**src/hw/rtl/red_pkg.sv**
```systemverilog
`timescale 1ns / 1ps
`default_nettype none

package red_pkg;

   localparam int FRAME_W  = 12;
   localparam int PERIOD_W = 16;
   localparam int ADDR_W   = 3;
   localparam int ADDR_SLOTS = 8;

   typedef enum logic [1:0] {
      ACT_TICK   = 2'd0,
      ACT_WARN   = 2'd1,
      ACT_REG    = 2'd2,
      ACT_REMOVE = 2'd3
   } act_type;

   typedef enum logic {
      KIND_RETRACE = 1'b0,
      KIND_WARN    = 1'b1
   } kind_type;

   typedef enum logic [1:0] {
      OP_FETCH,
      OP_DECODE,
      OP_WALK,
      OP_FLUSH
   } op_type;

   typedef enum logic [1:0] {
      JC_ALWAYS,
      JC_SLOT_OP,
      JC_WALK_MORE
   } jc_type;

   typedef logic [1:0] step_type;

   typedef struct packed {
      op_type   op;
      jc_type   cond;
      step_type target;
   } ctrl_type;

   // microprogram: fetch, decode (slot ops return to fetch), walk loop, flush
   function automatic ctrl_type rom_word(input step_type step);
      ctrl_type w;
      case (step)
         2'd0:    w = '{op: OP_FETCH,  cond: JC_ALWAYS,    target: 2'd1};
         2'd1:    w = '{op: OP_DECODE, cond: JC_SLOT_OP,   target: 2'd0};
         2'd2:    w = '{op: OP_WALK,   cond: JC_WALK_MORE, target: 2'd2};
         2'd3:    w = '{op: OP_FLUSH,  cond: JC_ALWAYS,    target: 2'd0};
         default: w = '{op: OP_FETCH,  cond: JC_ALWAYS,    target: 2'd1};
      endcase
      return w;
   endfunction

endpackage

`default_nettype wire

```
**src/hw/rtl/retrace_event_divider.sv**
```systemverilog
// channel | valid     | stall     | fields
// req     | req_valid | req_stall | req_action, req_slot_index, req_period
// rsp     | rsp_valid | rsp_stall | rsp_target_slot, rsp_event_kind,
//         |           |           | rsp_frame_number, rsp_last
//
// Tick or warning: fetch, decode, a walk over min(NUM_SLOTS, 8) slots, then
// flush; register or remove: fetch and decode only.
// The slot walk is the sequencer's loop step, one slot per cycle unless held.
// Reset is synchronous, active high; no clearing pass is needed.
// One message is held back until the next is found, so last is known; on a
// hit with one held, the walk waits while the output is full and stalled.
`timescale 1ns / 1ps
`default_nettype none

module retrace_event_divider #(
   parameter int NUM_SLOTS = 8
) (
   input  wire logic                        clock,
   input  wire logic                        reset,
   input  wire logic                        req_valid,
   output logic                             req_stall,
   input  wire logic [1:0]                  req_action,
   input  wire logic [red_pkg::ADDR_W-1:0]  req_slot_index,
   input  wire logic [red_pkg::PERIOD_W-1:0] req_period,
   output logic                             rsp_valid,
   input  wire logic                        rsp_stall,
   output logic [red_pkg::ADDR_W-1:0]       rsp_target_slot,
   output logic                             rsp_event_kind,
   output logic [red_pkg::FRAME_W-1:0]      rsp_frame_number,
   output logic                             rsp_last
);
   import red_pkg::*;

   localparam int SLOTS_USED = (NUM_SLOTS < ADDR_SLOTS) ? NUM_SLOTS : ADDR_SLOTS;
   localparam int PTR_W = (SLOTS_USED > 1) ? $clog2(SLOTS_USED) : 1;
   localparam logic [PTR_W-1:0] PTR_LAST = PTR_W'(SLOTS_USED - 1);
   localparam logic [ADDR_W:0] SLOTS_LIM = (ADDR_W + 1)'(SLOTS_USED);

   step_type             step_ff, step_in;
   act_type              act_ff;
   logic [ADDR_W-1:0]    idx_ff;
   logic [PERIOD_W-1:0]  period_ff;
   logic [FRAME_W-1:0]   frame_ff, frame_in;
   logic [PTR_W-1:0]     ptr_ff, ptr_in;
   logic                 pend_valid_ff, pend_valid_in;
   logic [ADDR_W-1:0]    pend_slot_ff, pend_slot_in;
   kind_type             pend_kind_ff, pend_kind_in;
   logic                 rsp_valid_ff, rsp_valid_in;
   logic [ADDR_W-1:0]    rsp_slot_ff, rsp_slot_in;
   logic                 rsp_kind_ff, rsp_kind_in;
   logic [FRAME_W-1:0]   rsp_frame_ff, rsp_frame_in;
   logic                 rsp_last_ff, rsp_last_in;

   logic                 slot_valid_ff [SLOTS_USED];
   logic [PERIOD_W-1:0]  reload_ff     [SLOTS_USED];
   logic [PERIOD_W-1:0]  count_ff      [SLOTS_USED];

   ctrl_type             cw;
   logic                 accept, out_free, hold, cond_true;
   logic                 in_range, hit, cur_valid;
   logic [PERIOD_W-1:0]  cur_count, count_in;
   logic                 count_we, slot_we, valid_we, valid_in;
   logic [PTR_W-1:0]     idx_ptr;

   assign cw        = rom_word(step_ff);
   assign req_stall = (cw.op != OP_FETCH);
   assign accept    = req_valid && !req_stall;
   assign out_free  = !rsp_valid_ff || !rsp_stall;
   assign in_range  = ({1'b0, idx_ff} < SLOTS_LIM);
   assign idx_ptr   = idx_ff[PTR_W-1:0];
   assign cur_valid = slot_valid_ff[ptr_ff];
   assign cur_count = count_ff[ptr_ff];
   assign hit       = cur_valid && ((act_ff == ACT_WARN) || (cur_count == '0));

   always_comb begin
      hold          = 1'b0;
      cond_true     = 1'b0;
      frame_in      = frame_ff;
      ptr_in        = ptr_ff;
      pend_valid_in = pend_valid_ff;
      pend_slot_in  = pend_slot_ff;
      pend_kind_in  = pend_kind_ff;
      rsp_valid_in  = rsp_valid_ff && rsp_stall;
      rsp_slot_in   = rsp_slot_ff;
      rsp_kind_in   = rsp_kind_ff;
      rsp_frame_in  = rsp_frame_ff;
      rsp_last_in   = rsp_last_ff;
      count_in      = cur_count - PERIOD_W'(1);
      count_we      = 1'b0;
      slot_we       = 1'b0;
      valid_we      = 1'b0;
      valid_in      = 1'b0;

      case (cw.op)
         OP_FETCH: begin
            hold = !req_valid;
         end
         OP_DECODE: begin
            ptr_in = '0;
            case (act_ff)
               ACT_TICK: frame_in = frame_ff + FRAME_W'(1);
               ACT_REG: begin
                  slot_we  = in_range;
                  valid_we = in_range;
                  valid_in = 1'b1;
               end
               ACT_REMOVE: begin
                  valid_we = in_range;
                  valid_in = 1'b0;
               end
               default: ;
            endcase
         end
         OP_WALK: begin
            hold = hit && pend_valid_ff && !out_free;
            if (!hold) begin
               if (hit) begin
                  if (pend_valid_ff) begin
                     rsp_valid_in = 1'b1;
                     rsp_slot_in  = pend_slot_ff;
                     rsp_kind_in  = pend_kind_ff;
                     rsp_frame_in = frame_ff;
                     rsp_last_in  = 1'b0;
                  end
                  pend_valid_in = 1'b1;
                  pend_slot_in  = ADDR_W'(ptr_ff);
                  pend_kind_in  = (act_ff == ACT_WARN) ? KIND_WARN : KIND_RETRACE;
               end
               if ((act_ff == ACT_TICK) && cur_valid) begin
                  count_we = 1'b1;
                  if (cur_count == '0) count_in = reload_ff[ptr_ff];
               end
               ptr_in = ptr_ff + PTR_W'(1);
            end
         end
         OP_FLUSH: begin
            hold = pend_valid_ff && !out_free;
            if (pend_valid_ff && out_free) begin
               rsp_valid_in  = 1'b1;
               rsp_slot_in   = pend_slot_ff;
               rsp_kind_in   = pend_kind_ff;
               rsp_frame_in  = frame_ff;
               rsp_last_in   = 1'b1;
               pend_valid_in = 1'b0;
            end
         end
         default: ;
      endcase

      case (cw.cond)
         JC_ALWAYS:    cond_true = 1'b1;
         JC_SLOT_OP:   cond_true = (act_ff == ACT_REG) || (act_ff == ACT_REMOVE);
         JC_WALK_MORE: cond_true = (ptr_ff != PTR_LAST);
         default:      cond_true = 1'b0;
      endcase

      if (hold)           step_in = step_ff;
      else if (cond_true) step_in = cw.target;
      else                step_in = step_ff + step_type'(1);
   end

   always_ff @(posedge clock) begin
      if (reset) begin
         step_ff       <= '0;
         frame_ff      <= '0;
         pend_valid_ff <= 1'b0;
         rsp_valid_ff  <= 1'b0;
         for (int i = 0; i < SLOTS_USED; i++) slot_valid_ff[i] <= 1'b0;
      end else begin
         step_ff       <= step_in;
         frame_ff      <= frame_in;
         pend_valid_ff <= pend_valid_in;
         rsp_valid_ff  <= rsp_valid_in;
         if (valid_we) slot_valid_ff[idx_ptr] <= valid_in;
      end
   end

   always_ff @(posedge clock) begin
      if (accept) begin
         act_ff    <= act_type'(req_action);
         idx_ff    <= req_slot_index;
         period_ff <= req_period;
      end
      ptr_ff       <= ptr_in;
      pend_slot_ff <= pend_slot_in;
      pend_kind_ff <= pend_kind_in;
      rsp_slot_ff  <= rsp_slot_in;
      rsp_kind_ff  <= rsp_kind_in;
      rsp_frame_ff <= rsp_frame_in;
      rsp_last_ff  <= rsp_last_in;
      if (slot_we) begin
         reload_ff[idx_ptr] <= period_ff - PERIOD_W'(1);
         count_ff[idx_ptr]  <= '0;
      end else if (count_we) begin
         count_ff[ptr_ff] <= count_in;
      end
   end

   assign rsp_valid        = rsp_valid_ff;
   assign rsp_target_slot  = rsp_slot_ff;
   assign rsp_event_kind   = rsp_kind_ff;
   assign rsp_frame_number = rsp_frame_ff;
   assign rsp_last         = rsp_last_ff;

`ifndef SYNTHESIS
   a_no_pend_at_fetch: assert property (@(posedge clock) disable iff (reset)
      (cw.op == OP_FETCH) |-> !pend_valid_ff)
      else $error("held message left over at fetch");

   a_accept_decode: assert property (@(posedge clock) disable iff (reset)
      accept |=> (cw.op == OP_DECODE))
      else $error("accepted beat not followed by decode");

   a_register_sets_valid: assert property (@(posedge clock) disable iff (reset)
      ((cw.op == OP_DECODE) && (act_ff == ACT_REG) && in_range)
      |=> slot_valid_ff[$past(idx_ptr)])
      else $error("registered slot not valid");

   a_ptr_in_range: assert property (@(posedge clock) disable iff (reset)
      (cw.op == OP_WALK) |-> (ptr_ff <= PTR_LAST))
      else $error("walk pointer beyond slot table");
`endif

endmodule

`default_nettype wire
```
**config.mk**
```make
export PLATFORM = sky130hd
export DESIGN_NAME = retrace_event_divider
export DESIGN_NICKNAME = d
export VERILOG_FILES = /design/src/hw/rtl/red_pkg.sv /design/src/hw/rtl/retrace_event_divider.sv
export SDC_FILE = /design/constraint.sdc
export NUM_CORES = 1
export LEC_CHECK = 0
export ABC_AREA = 1
export BUFFER_PORTS_ARGS = -buffer_cell sky130_fd_sc_hd__buf_4
export CELL_PAD_IN_SITES_DETAIL_PLACEMENT = 1
export CELL_PAD_IN_SITES_GLOBAL_PLACEMENT = 1
export CORE_MARGIN = 2
export CORE_UTILIZATION = 43
export CTS_CLUSTER_SIZE = 20
export DETAILED_ROUTE_END_ITERATION = 7
export GPL_TIMING_DRIVEN = 1
export PLACE_DENSITY_LB_ADDON = 0.08
export SLEW_MARGIN = 30
export SYNTH_ARGS = -nofsm -noshare
export SYNTH_HDL_FRONTEND = slang
export SYNTH_SLANG_ARGS = --single-unit
```
**constraint.sdc**
```tcl
create_clock -name clock -period 3.4 [get_ports clock]
set_clock_uncertainty 0.1 [all_clocks]
set_input_delay 0.17 -clock clock [delete_from_list [all_inputs] [get_ports clock]]
set_output_delay 0.17 -clock clock [all_outputs]
set_load 0.1 [all_outputs]
```
==> impl_metrics.py <==
metrics = {
    "critical_path": {
        "worst_ep_required_time_ns": 3.51,
        "critPathLaunchType": "flip-flop",
        "crit_arrival_ns": 3.32,
        "rrSetupSlack_ns": 0.19,
        "reg2reg_depth": 18,
        "path_max_fanout": 28,
        "crit_path_end_kind": "flip-flop",
        "critPathKind": "flip-flop to flip-flop",
        "timing.rr.end": "count_ff[4][1]",
    },
    "placement": {
        "place.port_buffers": 43,
        "hpwl_mm": 22.9,
        "place_area_um2": 15500,
        "place_congestion": 0.790,
    },
    "floorplanning": {
        "num_rows": 66,
        "die_h_um": 187,
        "dieWidth_um": 187,
        "core_region_area_um2": 32700,
        "initial_core_util": 0.438,
        "dieArea_um2": 34800,
        "boundaryPins": 44,
    },
    "final_layout": {
        "seq_area_um2": 9660,
        "final_area_um2": 16900,
        "syn_to_final_growth_pct": 18.0,
        "antenna_cells": 0,
        "final_cell_mix": "nand2_1, edfxtp_1, inv_1",
        "fillers": 3516,
        "final_common_cell": "nand2_1",
        "multi_input_comb_area_um2": 3840,
        "layout-drive-gt1-share": 0.147,
        "nets": 1441,
    },
    "route": {
        "vias": 9588,
        "route.detailed.drc": 0,
        "drt-total-wl_mm": 35.6,
        "drtAntennaViolNets": 0,
        "drt-vias-per-instance": 5.11,
        "drtIter0Drc": 513,
        "drt_first_pass_iters": 5,
        "wl_per_cell_um": 19.0,
    },
    "global_routing": {
        "grt_pass1_vias": 10084,
        "grt_remaining_overflow": 0,
        "antenna_found_initial": 0,
        "grt_pass1_wl_mm": 57.1,
        "grt_max_degree": 65,
        "track_usage": 0.209,
    },
    "synth": {
        "syn_nets": 1334,
        "synth_top_area_share": 0.648,
        "ys.flop_type": "edfxtp_1",
        "synthCells": 1298,
        "synthArstFlopShare": 0,
        "synth_edf_count": 309,
        "synth_warnings": 0,
        "yosys.area.top_type": "edfxtp_1",
        "synthMuxAreaShare": 0,
        "synth.avg_cell_area_um2": 11.0,
        "synth.distinct_cells": 46,
        "ys_ff_latch": 328,
        "synthTopCellsByArea": "edfxtp_1, nand2_1, inv_1",
        "synth-compound-area-share": 0.0677,
        "ys_seq_area_frac": 0.674,
        "synthSimpleGateAreaFrac": 0.172,
        "yosys.area_share.adder": 0.00961,
        "synth_area_um2": 14300,
        "synth_top_family_by_area": "simple AND/OR/NAND/NOR gates",
        "synth-xor-area-share": 0.0153,
    },
    "power_and_ir_drop": {
        "ir_drop_mv": 0.411,
        "p_clk_frac": 0.295,
        "leakagePower_nw": 6.55,
        "switchingPower_w": 0.00450,
        "intPower_w": 0.00821,
        "seqPwrFrac": 0.382,
        "p_per_area_nw_per_um2": 752,
        "swShare": 0.354,
        "comb_power_share": 0.322,
    },
    "clock_network": {
        "cts_root_buf": "clkbuf_16",
        "htreeDepth": 2,
        "cts_setup_buffers": 0,
        "cts_buffers": 38,
        "clk_path_buf_depth": 3,
        "clkTransAtPathRegs_ns": 0.06,
        "cts_sinks": 328,
        "worstSkewPairLatency_ns": 0.51,
        "cts_tree": "done",
    },
    "timing": {
        "slew_violations": 0,
        "fin_crit_sh": 0.945,
        "hold_viol_final": 0,
        "max_freq_mhz": 311,
        "worstMarginPinSlew_ns": 0.851,
        "period_needed_ns": 3.21,
        "rsz0062_at_grt": "no",
        "setup_tns_ns": 0,
        "finalSetupViolations": 0,
        "relSlewSlack": 0.432,
    },
    "worst_hold_path": {
        "whs_endpoint": "step_ff[0]",
        "holdPathStages": 6,
        "holdCritPathClass": "input port to flip-flop",
        "hp-start": "req_valid",
    },
    "outcome": {
        "outcome": "completed",
    },
    "flow_run": {
        "maxCapViolCount": 0,
    },
}
## power by group through the flow
| stage | Combinational [W] | Clock, W | Sequential, W |
|---|---|---|---|
| floorplan | 0.00284 | 0 | 0.00488 |
| global placement | 0.00400 | 0 | 0.00494 |
| detailed placement | 0.00407 | 0 | 0.00494 |
| CTS | 0.00412 | 0.00385 | 0.00486 |
| global route | 0.00457 | 0.00400 | 0.00488 |
| finish | 0.00409 | 0.00375 | 0.00486 |
## worst max-delay path by stage
stage,from,to,slack [ns],depth (start not counted)
4_1_cts,flip-flop,count_ff[6][10],0.06,15
2_1_floorplan,flip-flop,count_ff[4][0],-0.02,20
6_report,flip-flop,count_ff[4][1],0.19,18
3_3_place_gp,flip-flop,count_ff[0][10],0.19,15
3_5_place_dp,flip-flop,count_ff[4][10],0.12,15
5_1_grt,flip-flop,count_ff[4][1],0.01,18
## cells by family (layout without fill, tap and decap cells)
| family | Yosys count | in the layout |
|---|---|---|
| AO/OA/AOI/OAI | 166 | 166 |
| XOR/XNOR | 25 | 25 |
| buffers and inverters | 190 | 325 |
| flip-flops | 328 | 328 |
| AND/OR/NAND/NOR | 578 | 578 |
| adder cells (fa/ha/maj) | 11 | 11 |
## Yosys cell counts (15+ instances only)
cell type	n
nand2_1	334
edfxtp_1	309
inv_1	124
nor2_1	116
nand3_1	62
a21oi_1	55
o21ai_0	52
clkbuf_1	24
nor3_1	21
dfxtp_1	19
xor2_1	19
buf_6	15
nand2_2	15
## critical path, stage by stage (launching register included)
cell and delay (ns):
dfxtp_4 0.46, buf_12 0.21, nor2_1 0.07, nor2_1 0.09, o21ai_0 0.09, o211ai_1 0.11, o21ai_2 0.09, ha_1 0.26
nand3_4 0.15, nor2_8 0.05, nand2_2 0.08, nand2_4 0.06, nand3_4 0.07, nand3_4 0.08, buf_4 0.18, nand2_1 0.09
nand3_1 0.22, nor2_2 0.23, buf_12 0.19
## cell type report
cell class | count | share of cell area
clock buffer | 48 | 0.0603
clock inverter | 20 | 0.00770
inverter | 130 | 0.0293
multi-input combinational | 780 | 0.227
sequential | 328 | 0.572
tap | 442 | 0.0327
timing repair buffer | 127 | 0.0709
## metrics by stage
step / setup slack (ns) / util / power (W) / hold WS (ns) / cells
after detailed placement: 0.123 / 0.474 / 0.00902 / 0.250 / 1784
after global placement: 0.188 / 0.474 / 0.00894 / 0.248 / 1784
after CTS: 0.0636 / 0.516 / 0.0128 / 0.130 / 1875
after floorplan: -0.0169 / - / 0.00772 / 0.169 / 1298
after global routing: 0.0111 / 0.517 / 0.0134 / 0.221 / 1875
final: 0.188 / 0.517 / 0.0127 / 0.139 / 1875
## registers in the layout (all words and copies together) (netlist names), named ones only
| register | flops |
|---|---|
| frame_ff | 12 |
| period_ff | 16 |
| pend_kind_ff | 1 |
| pend_slot_ff | 3 |
| rsp_event_kind | 1 |
| count_ff | 128 |
| reload_ff | 128 |
| rsp_last | 1 |
| act_ff | 2 |
| idx_ff | 3 |
| rsp_target_slot | 3 |
| slot_valid_ff | 8 |
| rsp_valid | 1 |
| pend_valid_ff | 1 |
| step_ff | 2 |
| rsp_frame_number | 12 |
| ptr_ff | 3 |
## repair_timing
item / in CTS / in global routing
hold buffers: 23 / 0
resized for setup: 0 / 4
setup endpoints to repair: 0 / 41
hold endpoints to repair: 27 / 0
## per-layer routing
metal / GRT usage / up-vias / part of all wire / routed length, um
met4: 0.0604 / 0 / 0.025 / 907
met3: 0.0243 / 61 / 0.031 / 1100
met5: 0 / - / 0 / 0
li1: - / 4629 / - / -
met1: 0.286 / 4732 / 0.46 / 16500
met2: 0.353 / 166 / 0.48 / 17100
Note: power is estimated with default switching activity, not from simulation.
